===== src/rtl/fit_policy_block_placer_defines.svh =====
// Assertion macros used by the placer datapath.
`ifndef FIT_POLICY_BLOCK_PLACER_DEFINES_SVH
`define FIT_POLICY_BLOCK_PLACER_DEFINES_SVH

// Same-cycle implication, sampled on clk, disabled while arst_n is low.
`define FPBP_ASSERT_NOW(lbl, ante, cons, msg) \
	lbl: assert property (@(posedge clk) disable iff (!arst_n) (ante) |-> (cons)) \
		else $error(msg);

// Next-cycle implication, sampled on clk, disabled while arst_n is low.
`define FPBP_ASSERT_NEXT(lbl, ante, cons, msg) \
	lbl: assert property (@(posedge clk) disable iff (!arst_n) (ante) |=> (cons)) \
		else $error(msg);

`endif


===== src/rtl/fpbp_pkg.sv =====
// Types, codes and constants shared by the placer modules.
package fpbp_pkg;

	localparam int MAX_BLOCKS_DEF = 16;
	localparam int SIZE_BITS_DEF  = 16;

	localparam int IDX_W      = 4;
	localparam int AMT_W      = 16;
	localparam int COUNT_W    = 5;
	localparam int CFG_IDX_W  = 2;
	localparam int CFG_DATA_W = 5;

	localparam logic [COUNT_W-1:0] COUNT_RESET = 5'd16;

	typedef enum logic {
		CMD_LOAD  = 1'b0,
		CMD_PLACE = 1'b1
	} cmd_t;

	typedef enum logic [1:0] {
		STAT_LOADED = 2'd0,
		STAT_PLACED = 2'd1,
		STAT_NOFIT  = 2'd2
	} status_t;

	typedef enum logic [1:0] {
		FIT_FIRST = 2'd0,
		FIT_BEST  = 2'd1,
		FIT_WORST = 2'd2,
		FIT_NEXT  = 2'd3
	} policy_t;

	typedef enum logic [CFG_IDX_W-1:0] {
		REG_POLICY_MODE = 2'd0,
		REG_BLOCK_COUNT = 2'd1
	} reg_index_t;

	typedef struct packed {
		logic             cmd;
		logic [IDX_W-1:0] load_index;
		logic [AMT_W-1:0] amount;
	} req_word_t;

	typedef struct packed {
		logic [1:0]       status;
		logic [IDX_W-1:0] chosen_block;
		logic [AMT_W-1:0] remaining;
	} rsp_word_t;

	typedef enum logic [1:0] {
		ST_IDLE = 2'd0,
		ST_SCAN = 2'd1,
		ST_WAIT = 2'd2,
		ST_DONE = 2'd3
	} fsm_state_t;

	typedef struct packed {
		logic accept;
		logic issue;
		logic commit;
	} dp_cmd_t;

	typedef struct packed {
		logic is_place;
		logic no_blocks;
		logic last_issue;
		logic out_free;
	} dp_stat_t;

endpackage


===== src/rtl/fpbp_ram.sv =====
// Generic single-write, single-read RAM with registered read data.
module fpbp_ram #(
	parameter int WIDTH = 16,
	parameter int DEPTH = 16,
	localparam int AW = (DEPTH > 1) ? $clog2(DEPTH) : 1
) (
	input  logic             clk,
	input  logic             we,
	input  logic [AW-1:0]    waddr,
	input  logic [WIDTH-1:0] wdata,
	input  logic             re,
	input  logic [AW-1:0]    raddr,
	output logic [WIDTH-1:0] rdata
);

	logic [WIDTH-1:0] mem_q [DEPTH];

	always_ff @(posedge clk) begin
		if (we) begin
			mem_q[waddr] <= wdata;
		end
		if (re) begin
			rdata <= mem_q[raddr];
		end
	end

endmodule


===== src/rtl/fpbp_ctrl.sv =====
// Sequencing state machine: accept, table scan, final compare, commit.
module fpbp_ctrl (
	input  logic               clk,
	input  logic               arst_n,
	input  logic               req_valid,
	output logic               req_stall,
	input  fpbp_pkg::dp_stat_t stat,
	output fpbp_pkg::dp_cmd_t  cmd
);

	fpbp_pkg::fsm_state_t state_q;
	fpbp_pkg::fsm_state_t state_nxt;

	always_ff @(posedge clk or negedge arst_n) begin
		if (!arst_n) begin
			state_q <= fpbp_pkg::ST_IDLE;
		end else begin
			state_q <= state_nxt;
		end
	end

	always_comb begin
		state_nxt = state_q;
		unique case (state_q)
			fpbp_pkg::ST_IDLE: begin
				if (req_valid) begin
					if (stat.is_place && !stat.no_blocks) begin
						state_nxt = fpbp_pkg::ST_SCAN;
					end else begin
						state_nxt = fpbp_pkg::ST_DONE;
					end
				end
			end
			fpbp_pkg::ST_SCAN: begin
				if (stat.last_issue) begin
					state_nxt = fpbp_pkg::ST_WAIT;
				end
			end
			fpbp_pkg::ST_WAIT: begin
				state_nxt = fpbp_pkg::ST_DONE;
			end
			fpbp_pkg::ST_DONE: begin
				if (stat.out_free) begin
					state_nxt = fpbp_pkg::ST_IDLE;
				end
			end
			default: begin
				state_nxt = fpbp_pkg::ST_IDLE;
			end
		endcase
	end

	always_comb begin
		req_stall  = (state_q != fpbp_pkg::ST_IDLE);
		cmd.accept = (state_q == fpbp_pkg::ST_IDLE) && req_valid;
		cmd.issue  = (state_q == fpbp_pkg::ST_SCAN);
		cmd.commit = (state_q == fpbp_pkg::ST_DONE) && stat.out_free;
	end

endmodule


===== src/rtl/fpbp_dpath.sv =====
// Datapath: size table, scan compare, pointer, settings and result register.
`include "fit_policy_block_placer_defines.svh"

module fpbp_dpath #(
	parameter int MAX_BLOCKS = fpbp_pkg::MAX_BLOCKS_DEF,
	parameter int SIZE_BITS  = fpbp_pkg::SIZE_BITS_DEF
) (
	input  logic                               clk,
	input  logic                               arst_n,
	input  fpbp_pkg::dp_cmd_t                  cmd,
	output fpbp_pkg::dp_stat_t                 stat,
	input  fpbp_pkg::req_word_t                req_word,
	input  logic                               cfg_we,
	input  logic [fpbp_pkg::CFG_IDX_W-1:0]     cfg_index,
	input  logic [fpbp_pkg::CFG_DATA_W-1:0]    cfg_data,
	output logic                               rsp_valid,
	input  logic                               rsp_stall,
	output fpbp_pkg::rsp_word_t                rsp_word
);

	localparam int IW  = (MAX_BLOCKS > 1) ? $clog2(MAX_BLOCKS) : 1;
	localparam int CW  = $clog2(MAX_BLOCKS + 1);
	localparam int NW  = (CW > fpbp_pkg::COUNT_W) ? CW : fpbp_pkg::COUNT_W;
	localparam int XW  = (IW > fpbp_pkg::IDX_W) ? IW : fpbp_pkg::IDX_W;
	localparam int LW  = (CW > fpbp_pkg::IDX_W) ? CW : fpbp_pkg::IDX_W;
	localparam int AXW = (SIZE_BITS > fpbp_pkg::AMT_W) ? SIZE_BITS : fpbp_pkg::AMT_W;

	// settings
	fpbp_pkg::policy_t               policy_q;
	logic [fpbp_pkg::COUNT_W-1:0]    count_q;

	always_ff @(posedge clk or negedge arst_n) begin
		if (!arst_n) begin
			policy_q <= fpbp_pkg::FIT_FIRST;
			count_q  <= fpbp_pkg::COUNT_RESET;
		end else if (cfg_we) begin
			unique case (cfg_index)
				fpbp_pkg::REG_POLICY_MODE: policy_q <= fpbp_pkg::policy_t'(cfg_data[1:0]);
				fpbp_pkg::REG_BLOCK_COUNT: count_q  <= cfg_data;
				default: ;
			endcase
		end
	end

	// clamp block count to the table depth
	logic [NW-1:0] count_ext;
	logic [NW-1:0] n_ext;
	logic [CW-1:0] n_blocks;

	assign count_ext = NW'(count_q);
	assign n_ext     = (count_ext > NW'(MAX_BLOCKS)) ? NW'(MAX_BLOCKS) : count_ext;
	assign n_blocks  = n_ext[CW-1:0];

	// held item
	logic                        cmd_q;
	logic [fpbp_pkg::IDX_W-1:0]  lidx_q;
	logic [SIZE_BITS-1:0]        req_q;
	logic [AXW-1:0]              amt_ext;

	assign amt_ext = AXW'(req_word.amount);

	always_ff @(posedge clk) begin
		if (cmd.accept) begin
			cmd_q  <= req_word.cmd;
			lidx_q <= req_word.load_index;
			req_q  <= amt_ext[SIZE_BITS-1:0];
		end
	end

	// scan address and count
	logic [IW-1:0] ptr_q;
	logic [IW-1:0] pos_q;
	logic [CW-1:0] cnt_q;
	logic [IW-1:0] scan_start;
	logic [CW-1:0] pos_plus;
	logic [IW-1:0] pos_next;

	assign scan_start = ((policy_q == fpbp_pkg::FIT_NEXT) && (CW'(ptr_q) < n_blocks)) ?
		ptr_q : '0;
	assign pos_plus   = CW'(pos_q) + CW'(1);
	assign pos_next   = (pos_plus == n_blocks) ? '0 : pos_plus[IW-1:0];

	always_ff @(posedge clk or negedge arst_n) begin
		if (!arst_n) begin
			pos_q <= '0;
			cnt_q <= '0;
		end else if (cmd.accept) begin
			pos_q <= scan_start;
			cnt_q <= '0;
		end else if (cmd.issue) begin
			pos_q <= pos_next;
			cnt_q <= cnt_q + CW'(1);
		end
	end

	// table with per-entry valid bits; an unwritten entry reads as zero
	logic [MAX_BLOCKS-1:0] vld_q;
	logic                  ram_we;
	logic [IW-1:0]         ram_waddr;
	logic [SIZE_BITS-1:0]  ram_wdata;
	logic [SIZE_BITS-1:0]  ram_rdata;

	fpbp_ram #(
		.WIDTH (SIZE_BITS),
		.DEPTH (MAX_BLOCKS)
	) u_table (
		.clk   (clk),
		.we    (ram_we),
		.waddr (ram_waddr),
		.wdata (ram_wdata),
		.re    (cmd.issue),
		.raddr (pos_q),
		.rdata (ram_rdata)
	);

	always_ff @(posedge clk or negedge arst_n) begin
		if (!arst_n) begin
			vld_q <= '0;
		end else if (ram_we) begin
			vld_q[ram_waddr] <= 1'b1;
		end
	end

	// compare stage, one entry a cycle
	logic                 cmp_v_s1;
	logic                 vld_s1;
	logic [IW-1:0]        pos_s1;
	logic [SIZE_BITS-1:0] cand_size;
	logic                 fits;
	logic                 better;
	logic                 take;
	logic                 pick_v_q;
	logic [IW-1:0]        pick_idx_q;
	logic [SIZE_BITS-1:0] pick_size_q;

	always_ff @(posedge clk or negedge arst_n) begin
		if (!arst_n) begin
			cmp_v_s1 <= 1'b0;
		end else begin
			cmp_v_s1 <= cmd.issue;
		end
	end

	always_ff @(posedge clk) begin
		if (cmd.issue) begin
			vld_s1 <= vld_q[pos_q];
			pos_s1 <= pos_q;
		end
	end

	assign cand_size = vld_s1 ? ram_rdata : '0;
	assign fits      = (cand_size >= req_q);

	always_comb begin
		unique case (policy_q)
			fpbp_pkg::FIT_BEST:  better = (cand_size < pick_size_q);
			fpbp_pkg::FIT_WORST: better = (cand_size > pick_size_q);
			default:             better = 1'b0;
		endcase
	end

	assign take = cmp_v_s1 && fits && (!pick_v_q || better);

	always_ff @(posedge clk or negedge arst_n) begin
		if (!arst_n) begin
			pick_v_q <= 1'b0;
		end else if (cmd.accept) begin
			pick_v_q <= 1'b0;
		end else if (take) begin
			pick_v_q <= 1'b1;
		end
	end

	always_ff @(posedge clk) begin
		if (take) begin
			pick_idx_q  <= pos_s1;
			pick_size_q <= cand_size;
		end
	end

	// commit
	logic                 is_load;
	logic                 in_table;
	logic [XW-1:0]        lidx_ext;
	logic [XW-1:0]        pick_ext;
	logic [SIZE_BITS-1:0] new_size;
	logic [AXW-1:0]       req_ext;
	logic [AXW-1:0]       size_ext;
	logic [CW-1:0]        pick_plus;
	logic [IW-1:0]        ptr_after;
	fpbp_pkg::rsp_word_t  rsp_nxt;

	assign is_load   = (cmd_q == fpbp_pkg::CMD_LOAD);
	assign in_table  = (LW'(lidx_q) < LW'(MAX_BLOCKS));
	assign lidx_ext  = XW'(lidx_q);
	assign pick_ext  = XW'(pick_idx_q);
	assign new_size  = pick_size_q - req_q;
	assign req_ext   = AXW'(req_q);
	assign size_ext  = AXW'(new_size);
	assign pick_plus = CW'(pick_idx_q) + CW'(1);
	assign ptr_after = (pick_plus == n_blocks) ? '0 : pick_plus[IW-1:0];

	assign ram_we    = cmd.commit && (is_load ? in_table : pick_v_q);
	assign ram_waddr = is_load ? lidx_ext[IW-1:0] : pick_idx_q;
	assign ram_wdata = is_load ? req_q : new_size;

	always_comb begin
		if (is_load) begin
			rsp_nxt.status       = fpbp_pkg::STAT_LOADED;
			rsp_nxt.chosen_block = lidx_q;
			rsp_nxt.remaining    = in_table ? req_ext[fpbp_pkg::AMT_W-1:0] : '0;
		end else if (pick_v_q) begin
			rsp_nxt.status       = fpbp_pkg::STAT_PLACED;
			rsp_nxt.chosen_block = pick_ext[fpbp_pkg::IDX_W-1:0];
			rsp_nxt.remaining    = size_ext[fpbp_pkg::AMT_W-1:0];
		end else begin
			rsp_nxt.status       = fpbp_pkg::STAT_NOFIT;
			rsp_nxt.chosen_block = '0;
			rsp_nxt.remaining    = '0;
		end
	end

	always_ff @(posedge clk or negedge arst_n) begin
		if (!arst_n) begin
			ptr_q <= '0;
		end else if (cmd.commit) begin
			if (is_load) begin
				ptr_q <= '0;
			end else if (pick_v_q && (policy_q == fpbp_pkg::FIT_NEXT)) begin
				ptr_q <= ptr_after;
			end
		end
	end

	// result register
	logic rsp_valid_q;

	always_ff @(posedge clk or negedge arst_n) begin
		if (!arst_n) begin
			rsp_valid_q <= 1'b0;
		end else if (cmd.commit) begin
			rsp_valid_q <= 1'b1;
		end else if (!rsp_stall) begin
			rsp_valid_q <= 1'b0;
		end
	end

	always_ff @(posedge clk) begin
		if (cmd.commit) begin
			rsp_word <= rsp_nxt;
		end
	end

	assign rsp_valid = rsp_valid_q;

	assign stat.is_place   = (req_word.cmd == fpbp_pkg::CMD_PLACE);
	assign stat.no_blocks  = (n_blocks == '0);
	assign stat.last_issue = ((cnt_q + CW'(1)) == n_blocks);
	assign stat.out_free   = !rsp_valid_q || !rsp_stall;

	`FPBP_ASSERT_NOW(a_pick_fits, cmd.commit && !is_load && pick_v_q, pick_size_q >= req_q, "chosen block smaller than request")
	`FPBP_ASSERT_NEXT(a_pick_cleared, cmd.accept, !pick_v_q, "new item started with a stale candidate")
	`FPBP_ASSERT_NEXT(a_no_repeat, rsp_valid_q && !rsp_stall && !cmd.commit, !rsp_valid_q, "result word shown again after it was taken")

endmodule


===== src/rtl/fit_policy_block_placer.sv =====
// Top level of the fit-policy block placer.
// Keeps one free size per table block and places requests under first, best,
// worst or next fit, chosen by the policy_mode register (index 0); block_count
// (index 1) sets how many blocks from index zero are in use, clamped to
// MAX_BLOCKS. A load word writes one block's size and sends the next-fit
// pointer back to block 0; a place word scans the blocks in use and takes its
// size from the chosen one. Each request word yields exactly one result word.
// Sequence: a load goes from the accept step straight to the write-back; a
// place scans the clamped block count of entries, then does the last compare
// and the write-back; with no block in use the scan is skipped. The scan reads
// one table entry per cycle through the single read port of the table RAM and
// one comparator, after the accept cycle. The write-back waits while the
// previous result word is still stalled in the output register. The next
// request word is taken as soon as the previous result sits in the output
// register, even if that word is still stalled downstream. The table comes
// out of reset empty (all sizes zero) at once, through per-block valid bits:
// there is no clearing pass. Configuration writes are always ready and must
// only be issued while idle.
module fit_policy_block_placer #(
	parameter int MAX_BLOCKS = fpbp_pkg::MAX_BLOCKS_DEF,
	parameter int SIZE_BITS  = fpbp_pkg::SIZE_BITS_DEF
) (
	input  logic                            clk,
	input  logic                            arst_n,
	// request channel
	input  logic                            req_valid,
	output logic                            req_stall,
	input  fpbp_pkg::req_word_t             req_word,
	// result channel
	output logic                            rsp_valid,
	input  logic                            rsp_stall,
	output fpbp_pkg::rsp_word_t             rsp_word,
	// register write channel
	input  logic                            cfg_valid,
	output logic                            cfg_ready,
	input  logic [fpbp_pkg::CFG_IDX_W-1:0]  cfg_index,
	input  logic [fpbp_pkg::CFG_DATA_W-1:0] cfg_data
);

	fpbp_pkg::dp_cmd_t  dp_cmd;
	fpbp_pkg::dp_stat_t dp_stat;
	logic               cfg_we;

	// Register writes never wait; unknown indexes drop in the datapath.
	assign cfg_ready = 1'b1;
	assign cfg_we    = cfg_valid && cfg_ready;

	// Sequence each word: accept, then for a place the scan and last compare, then commit.
	fpbp_ctrl u_ctrl (
		.clk       (clk),
		.arst_n    (arst_n),
		.req_valid (req_valid),
		.req_stall (req_stall),
		.stat      (dp_stat),
		.cmd       (dp_cmd)
	);

	// Hold the table, the pointer, the settings and the result word.
	fpbp_dpath #(
		.MAX_BLOCKS (MAX_BLOCKS),
		.SIZE_BITS  (SIZE_BITS)
	) u_dpath (
		.clk       (clk),
		.arst_n    (arst_n),
		.cmd       (dp_cmd),
		.stat      (dp_stat),
		.req_word  (req_word),
		.cfg_we    (cfg_we),
		.cfg_index (cfg_index),
		.cfg_data  (cfg_data),
		.rsp_valid (rsp_valid),
		.rsp_stall (rsp_stall),
		.rsp_word  (rsp_word)
	);

endmodule

===== config.mk =====
export PLATFORM = sky130hd
export DESIGN_NAME = fit_policy_block_placer
export DESIGN_NICKNAME = d
export VERILOG_FILES = /design/src/rtl/fpbp_pkg.sv /design/src/rtl/fpbp_ram.sv /design/src/rtl/fpbp_ctrl.sv /design/src/rtl/fpbp_dpath.sv /design/src/rtl/fit_policy_block_placer.sv
export VERILOG_INCLUDE_DIRS = /design/src /design/src/rtl
export SDC_FILE = /design/constraint.sdc
export NUM_CORES = 1
export LEC_CHECK = 0
export BUFFER_PORTS_ARGS = -buffer_cell sky130_fd_sc_hd__buf_2
export CAP_MARGIN = 40
export CORE_UTILIZATION = 45
export CTS_BUF_LIST = sky130_fd_sc_hd__clkbuf_16
export CTS_CLUSTER_SIZE = 25
export DETAILED_ROUTE_END_ITERATION = 10
export PLACE_DENSITY_LB_ADDON = 0.05
export SYNTH_ARGS = -nofsm -noshare
export SYNTH_HDL_FRONTEND = slang
export SYNTH_HIERARCHICAL = 1
export SYNTH_SLANG_ARGS = --single-unit

===== constraint.sdc =====
create_clock -name clk -period 4.8 [get_ports clk]
set_input_delay 0.96 -clock clk [delete_from_list [all_inputs] [get_ports clk]]
set_output_delay 0.96 -clock clk [all_outputs]
set_load 0.03 [all_outputs]

* Word-level counts from Yosys, hierarchy flattened
Memory sizes are Yosys's and may differ from the RTL's. A register that Yosys moved wholly into a read port is not among the register bits.
Cells that the tools add are included.
** Storage, ports and cells
- Bits in registers :: 109
- Memory bits (writable) :: 256
- Input port bits :: 33
- Output and inout bits :: 25
- Word-level logic and storage cells :: 106
- Memories kept :: 1
** Memory list
- u_dpath.u_table.mem_q :: words 16, bits a word 16, rd ports 1, clocked after memory_dff 1, write ports 1, line fpbp_ram.sv:16 : logic [WIDTH-1:0] mem_q [DEPTH];
** Operators by class
- Add/sub/neg operators :: 4
- Order comparisons :: 8
- Equal/unequal tests :: 15
- Multiplexer cells :: 32
- Bitwise gates (word level) :: 1
- Reductions and logical operators :: 25
** Operators with widths (number)
- 16-bit two-way mux :: 2
- 4-bit two-way mux :: 8
- 22-bit two-way mux :: 1
- 20-bit two-way mux :: 1
- 16-bit greater-or-equal comparator :: 1
- 16-bit greater-than comparator :: 1
- 16-bit < comparator :: 1
- 16-bit bitwise OR :: 1
- 16-bit subtractor :: 1
- 5-bit == test :: 3
- 5-bit two-way mux :: 3
- 4-bit by 1-bit adder with 5-bit output, second input constant :: 2
- 4-bit by 5-bit < comparator with 1-bit output, second input constant :: 2
- 1-bit logical AND :: 9
- 1-bit two-way mux :: 9
- 2-bit == test, second input constant :: 4
- 2-bit two-way mux :: 4
- 2-bit case mux with 4 select lines :: 1
- 2-bit by 1-bit == test with 1-bit output, second input constant :: 3
- 2-bit != test, second input constant :: 3
- 2-bit AND reduction :: 3
- 2-bit nonzero test :: 3
- 5-bit by 1-bit adder with 5-bit output, second input constant :: 1
- 5-bit greater-than comparator, second input constant :: 1
- other kinds (11) :: 17

* Logic depth before layout (Yosys ltp)
Gate-level depths: netlist of the first run.
- Word-level depth :: 8
- Mapped depth :: 10
- Depth with buffers taken out :: 10

* Cells and area by module
Netlist of the first run, hierarchy kept.
** Modules (own cells, without submodules)
- fpbp_ram :: instances 1, cells an instance 432, area an instance 10203.5 um^2, seq. area each 8167.8 um^2
- fpbp_dpath :: instances 1, cells an instance 565, area an instance 6277.3 um^2, seq. area each 3019.1 um^2
- fpbp_ctrl :: instances 1, cells an instance 21, area an instance 192.7 um^2, seq. area each 50.0 um^2
- fit_policy_block_placer :: instances 1, cells an instance 2, area an instance 11.3 um^2, seq. area each 0.0 um^2

* Worst setup path before layout of the first run
No wires, ideal clock.
- Path kind :: register to register
- From :: reg u_dpath.vld_s1
- To :: reg u_dpath.pick_idx_q[0], in the netlist u_dpath/pick_ext[0], enable pin
- Setup time :: 0.428 ns
- Arrival time :: 3.519 ns
- Required time :: 4.372 ns
- Path slack :: 0.853 ns
- Stages on the path, launching flop included :: 11
- Path buffers :: 2
- Period minus slack after synthesis :: 3.947 ns
- Cells stage by stage :: edfxtp_1 > clkbuf_1 > clkbuf_1 > and2_1 > ha_1 > and4_1 > o211a_1 > a211oi_1 > o221ai_1 > mux2i_1 > a21boi_0
** On the way
- Word-level cells in the longest chain between the ends :: 5
- Elaborated cells between the ends (all ways) :: 8
- Classes of those cells :: order compare (3); mux (2); reduce/logical (3)
** Ends and longest elaborated chain
- start, declared :: line fpbp_dpath.sv:126 : logic vld_s1;
- start signal, assigned :: line fpbp_dpath.sv:146 : vld_s1 <= vld_q[pos_q];
- 16-bit two-way mux * :: line fpbp_dpath.sv:151 : assign cand_size = vld_s1 ? ram_rdata : '0;
- named net u_dpath.cand_size[6] :: line fpbp_dpath.sv:128 : logic [SIZE_BITS-1:0] cand_size;
- 16-bit greater-than comparator or 16-bit < comparator (tied branches) :: line fpbp_dpath.sv:157, fpbp_dpath.sv:156
- 1-bit case mux with 2 select lines :: line fpbp_dpath.sv:155 : unique case (policy_q)
- 1-bit logical OR :: line fpbp_dpath.sv:162 : assign take = cmp_v_s1 && fits && (!pick_v_q || better);
- 1-bit logical AND * :: line fpbp_dpath.sv:162
- named net u_dpath.take :: line fpbp_dpath.sv:131 : logic take;
- end signal, assigned :: line fpbp_dpath.sv:176 : pick_idx_q <= pos_s1;
- end, declared :: line fpbp_dpath.sv:133 : logic [IW-1:0] pick_idx_q;
The timed path passes the listed nets; every way through them passes the cells marked *.
A chain may end at the register's enable or synchronous reset.

* Final worst setup path of the first run
Same ends and word-level chain as after synthesis.

==> flow_summary.toml, run 1 <==
[routing]
antenna_left = 0
routed_wl_mm = 37.7
wire_per_inst_um = 23.2
dr.pass1.iters = 5
route.detailed.drc = 0
drt_iter0_markers = 648
viasPerCell = 5.61
dr_total_vias = 9114

[cts]
post_cts_resized = 0
clock_latency_ps = 560
cts_root_buffer = "clkbuf_16"
cts_htree_levels = 2
clock_path_buffers = 3
ctsHoldBuffers = 0
cts_tree = "done"
post_cts_buffers = 0
path_clk_slew_ps = 50
cts_sinks = 381
numCtsBuffers = 42

[logic_synthesis]
synth_cell_types = 72
synth_seq_cells = 381
syn-num-nets = 1112
synthArstFlopShare = 0.108
synth_top_flop_cell = "edfxtp_1"
syn-instance-count = 1020
synth_warnings = 6
syn_area_um2 = 16700
yosysSeqAreaShare = 0.673
synth-edff-count = 340
avgSynthCellArea_um2 = 16.4

[global_route]
grtUsageMet2 = 0.342
met1_usage = 0.287
grt_max_degree = 42
grtUsageMet3 = 0.0297
track_usage = 0.207
top_usage_layer = "met2"
grt_pass1_wl_mm = 58.3
grt_pass1_vias = 9598
antenna_found_initial = 0
overflow = 0

[die]
chipWidth_um = 195
rows = 70
start_util = 0.457
die_area_um2 = 37900
num_io_pins = 58
core_area_um2 = 36500
die_h_um = 195

[finish]
fillCellCount = 3043
final_nets = 1214
mostFrequentLayoutCells = "edfxtp_1 (340), inv_1 (66), mux4_2 (59), ha_1 (58), buf_2 (56)"
final_util = 0.523
drive_gt1_frac = 0.218
area_delta_synth_final_pct = 14.6
final_common_cell = "edfxtp_1"

[worst_setup_path]
r2r_cells = 9
path_cells = "and2_1 > ha_1 > and4_1 > o211a_1 > a211oi_1 > o221ai_1 > mux2i_1 > a21boi_2 > buf_4"
cp_data_arrival_time_ps = 3470
cp_num_buf_inv = 1
start_kind = "flop"
r2r_start = "u_dpath/vld_s1"
crit_path_top_delay_cell = "edfxtp_1"
crit_type = "reg2reg"
rr_endpoint = "u_dpath/pick_ext[0]"
endpoint_kind = "flop"
startpoint = "u_dpath/vld_s1"
crit_family = "compound AO/OA/AOI/OAI gates"
crit_required_ps = 5040
r2r_slack_ps = 1570
crit_fanout = 22
cp_slowest_stage_delay_ps = 620

[power]
p_leak_nw = 6.97
ir_drop_v = 0.000277
power_density_nw_per_um2 = 584

[outcome]
outcome = "finished clean"

[hold_path]
hp-class = "reg2reg"
min_from = "u_dpath/pos_s1[3]"
hold_end = "u_dpath/pick_ext[3]"
whs_path_depth = 0

[flow_run]
maxCapViolCount = 0

[placement]
hpwl_mm = 25.5
io_buffers = 56
gp_congestion = 0.851

[timing]
timing.slew.headroom = 0.409
fmax_mhz = 309
tightest_slew_ps = 886
final.setup.tns_ps = 0
rsz0062_at_grt = "false"
fin_crit_sh = 0.673
hold_viol_final = 0
finalCriticalPeriod_ps = 3230
slew_viol_final = 0
setup_viol = 0
fin_worst_skew_ps = 18.4
synthesized netlist by cell type, drive strengths merged (7+ instances only):
| library cell | n | area (um2) |
|---|---|---|
| o21bai | 20 | 150 |
| and2 | 21 | 135 |
| mux4 | 69 | 1590 |
| nand3b | 7 | 52.6 |
| o22ai | 8 | 50.1 |
| nand3 | 18 | 90.1 |
| nor2b | 12 | 75.1 |
| nor3 | 9 | 45.0 |
| xor2 | 11 | 96.3 |
| edfxtp | 340 | 10200 |
| a22oi | 33 | 248 |
| inv | 54 | 203 |
| mux2i | 12 | 120 |
| buf | 24 | 154 |
| a21o | 10 | 75.1 |
| clkbuf | 14 | 62.6 |
| nor2 | 46 | 173 |
| o21ai | 24 | 120 |
| and3 | 7 | 43.8 |
| xnor2 | 14 | 123 |
| ha | 58 | 726 |
| nand2b | 11 | 68.8 |
| dfrtp | 40 | 1000 |
| nand2 | 53 | 199 |
| a21oi | 20 | 100 |
power by group:
part	total, mW	switching [mW]	internal, mW
Sequential	4.75	0.385	4.36
Combinational	3.33	1.96	1.38
Clock	3.08	1.29	1.79
Total	11.2	3.63	7.53
flip-flops by register name, summed over array words and instances (netlist names), 5 cells and up:
signal                 count
u_dpath/rsp_word          22
u_dpath/u_table/mem_q    256
u_dpath/pick_size_q       16
u_dpath/cnt_q              5
u_dpath/req_ext           16
u_dpath/count_ext          5
u_dpath/u_table/rdata     16
u_dpath/vld_q             16
cell families after synthesis:
logic type / synth area share
flops: 0.673
mux: 0.106
buf+inv: 0.0251
fa+ha+maj: 0.0447
xor+xnor: 0.0145
compound gates: 0.0751
simple gates: 0.0609
other cells: 0.000225
metal layers:
metal  share of wire  wire [um]
met3           0.042       1590
met4           0.018        665
met5               0          0
met2            0.48      18200
met1            0.46      17300
worst max-delay path by stage:
stage | endpoint | slack [ps] | depth (start not counted)
detailed placement | u_dpath/pick_ext[2] | 1550 | 9
floorplan | u_dpath/pick_ext[0] | 850 | 10
global route | u_dpath/pick_ext[0] | 1390 | 9
finish | u_dpath/pick_ext[0] | 1570 | 9
CTS | u_dpath/pick_ext[0] | 1530 | 9
global placement | u_dpath/u_table/mem_q[1][9] | 1330 | 7
metrics by stage:
stage / cell area (um2) / hold slack, ps / power, mW / worst slack (ps) / cells
global placement: 17700 / 403 / 8.15 / 1330 / 1536
detailed placement: 17800 / 405 / 8.18 / 1550 / 1545
global route: 19100 / 424 / 11.8 / 1390 / 1623
floorplan: 16700 / 400 / 7.04 / 853 / 1020
finish: 19100 / 418 / 11.2 / 1570 / 1624
CTS: 19100 / 419 / 11.3 / 1530 / 1622
layout make-up:
| type | count | area, um2 | area share |
|---|---|---|---|
| antenna | 1 | 2.50 | 0.000131 |
| clock inverter | 34 | 248 | 0.0130 |
| multi-input combinational | 547 | 5100 | 0.267 |
| clock buffer | 43 | 1080 | 0.0563 |
| timing repair buffer | 96 | 653 | 0.0342 |
| sequential | 381 | 11200 | 0.588 |
| tap | 468 | 586 | 0.0306 |
| inverter | 54 | 203 | 0.0106 |
Power figures use the tool's default switching activity.
==> inputs of run 2 (changes only) <==
==> constraint.sdc (replaced) <==
create_clock -name clk -period 3 [get_ports clk]
set_input_delay 0.6 -clock clk [delete_from_list [all_inputs] [get_ports clk]]
set_output_delay 0.6 -clock clk [all_outputs]
set_load 0.03 [all_outputs]
==> run 2 against run 1 <==
Net effect:
- count of clock-buffer cells in the layout grew 1
- global-route usage up 0.62 points
- non-clock buffer count increased by 51
- final cell count up 3.1%
- highest routed layer unchanged
==> flow_summary.toml, run 2 (synthesis results as in run 1) <==
[routing]
dr.pass1.iters = 4
drt_iter0_markers = 589
antenna_left = 0
routed_wl_mm = 39.3
dr_total_vias = 9408
viasPerCell = 5.62
route.detailed.drc = 0
wire_per_inst_um = 23.5

[cts]
cts_sinks = 381
numCtsBuffers = 43
cts_tree = "done"
clock_latency_ps = 550
path_clk_slew_ps = 60
clock_path_buffers = 3
cts_root_buffer = "clkbuf_16"
cts_htree_levels = 2

[finish]
top_register = "u_dpath/u_table/mem_q"
drive_gt1_frac = 0.262
top_regs = "u_dpath/u_table/mem_q x256, u_dpath/rsp_word x22"
diodes = 0
area_delta_synth_final_pct = 17.9
final_common_cell = "edfxtp_1"
fillCellCount = 2960
postLayoutCellArea_um2 = 19700
largest_reg_flops = 256
mostFrequentLayoutCells = "edfxtp_1 (340), buf_4 (83), inv_1 (60), mux4_2 (59), ha_1 (58)"
final_nets = 1267

[flow_run]
maxCapViolCount = 0

[placement]
io_buffers = 56
post_dp_cell_area_um2 = 18100
hpwl_mm = 26.7
gp_congestion = 0.868

[worst_setup_path]
startpoint = "u_dpath/pick_size_q[0]"
cp_num_buf_inv = 2
crit_family = "compound AO/OA/AOI/OAI gates"
cp_slowest_stage_delay_ps = 410
endpoint_kind = "flop"
start_kind = "flop"
r2r_slack_ps = 120
cp_data_arrival_time_ps = 3150
r2r_start = "u_dpath/pick_size_q[0]"
crit_fanout = 16
crit_required_ps = 3270
path_cells = "inv_1 > ha_1 > inv_1 > fa_1 > a21o_1 > nor4b_2 > o21ai_0 > nand2b_1 > a311o_1 > a31o_2"
crit_type = "reg2reg"
timing.critical_path.mode_cell = "inv_1"
crit_path_top_delay_cell = "fa_1"

[global_route]
track_usage = 0.214
antenna_found_initial = 0
grtUsageMet2 = 0.354
grtUsageMet3 = 0.0345
top_usage_layer = "met2"
grt_pass1_vias = 9764
grt_pass1_wl_mm = 59.8
overflow = 0
met1_usage = 0.293
grt_max_degree = 46

[timing]
tightest_slew_ps = 730
hold_viol_final = 0
fmax_mhz = 347
fin_worst_skew_ps = 14.4
fin_crit_sh = 0.961
slew_viol_final = 0
final.setup.tns_ps = 0
timing.slew.headroom = 0.512
finalCriticalPeriod_ps = 2880
setup_viol = 0

[outcome]
outcome = "finished clean"

[hold_path]
min_from = "req_word[11]"
hp-class = "in2reg"

[die]
start_util = 0.457
num_io_pins = 58
rows = 70
die_h_um = 195
core_area_um2 = 36500
die_area_um2 = 37900
chipWidth_um = 195

[power]
power_density_nw_per_um2 = 936
ir_drop_v = 0.000410
p_leak_nw = 7.28
## run 2: changes by cell type in the layout (fill, tap and decap cells not counted), moves of 3 or more
cell | previous run | this run
buf_8 | 6 | 0
clkinvlp_4 | 2 | 5
clkinv_1 | 10 | 3
inv_1 | 66 | 60
buf_6 | 4 | 0
buf_4 | 29 | 83
nor3_4 | 0 | 4
clkinv_2 | 3 | 7
nor3_2 | 4 | 0
buf_12 | 1 | 7
## run 2: worst paths after layout
path	cells after the start	to
setup / recovery	10	u_dpath/u_table/mem_q[2][10]
hold reg to reg	0	u_dpath/pick_ext[2]
max in group asynchronous	3	u_dpath/count_ext[4]
min in group asynchronous	2	u_dpath/cnt_q[4]
hold / removal	1	u_dpath/req_ext[11]
setup reg to reg	10	u_dpath/u_table/mem_q[2][10]
## run 2: per-layer routing
layer	share of wire	wire (um)	vias to the layer above
met5	0	0	-
met2	0.48	19000	190
met1	0.45	17800	4831
met3	0.045	1780	48
met4	0.019	737	0
li1	-	-	4339
## run 2: report_power, final
| group | switching (mW) | internal (mW) | leakage (nW) |
|---|---|---|---|
| logic | 3.33 | 2.44 | 2.98 |
| clock network | 2.12 | 3.11 | 0.706 |
| registers | 0.447 | 6.97 | 3.60 |
| total | 5.89 | 12.5 | 7.28 |
## run 2: layout make-up
| class | count | area, um2 | area share |
|---|---|---|---|
| clock buffer | 44 | 1100 | 0.0560 |
| clock inverter | 32 | 317 | 0.0161 |
| inverter | 54 | 203 | 0.0103 |
| multi-input combinational | 548 | 5170 | 0.263 |
| sequential | 381 | 11200 | 0.571 |
| tap | 468 | 586 | 0.0298 |
| timing repair buffer | 147 | 1050 | 0.0535 |
## run 2: worst reg2reg max path: cells and delay by family, from the launching register on
kind | cells | cell delay (ps)
compound gates | 4 | 1180
fa+ha+maj | 2 | 580
buf+inv | 2 | 130
flops | 1 | 390
simple gates | 2 | 320
## run 2: through the flow
step	util	power, mW	hold slack (ps)	setup slack (ps)	cells
final	0.539	18.4	220	117	1674
after global placement	0.496	13.3	405	1.75	1592
after global routing	0.539	19.4	198	-0.308	1674
after detailed placement	0.497	13.3	406	-23.0	1593
after CTS	0.536	18.6	190	13.7	1671
after floorplan	-	11.3	304	-88.5	1020
## run 2: repair_timing
action / CTS / global route
pin swaps: 1 / 3
endpoints found under the setup margin: 36 / 36
resized for setup: 1 / 6
hold buffers: 1 / 0
gates cloned: 1 / 0
setup buffers: 0 / 3
hold endpoints to repair: 9 / 0
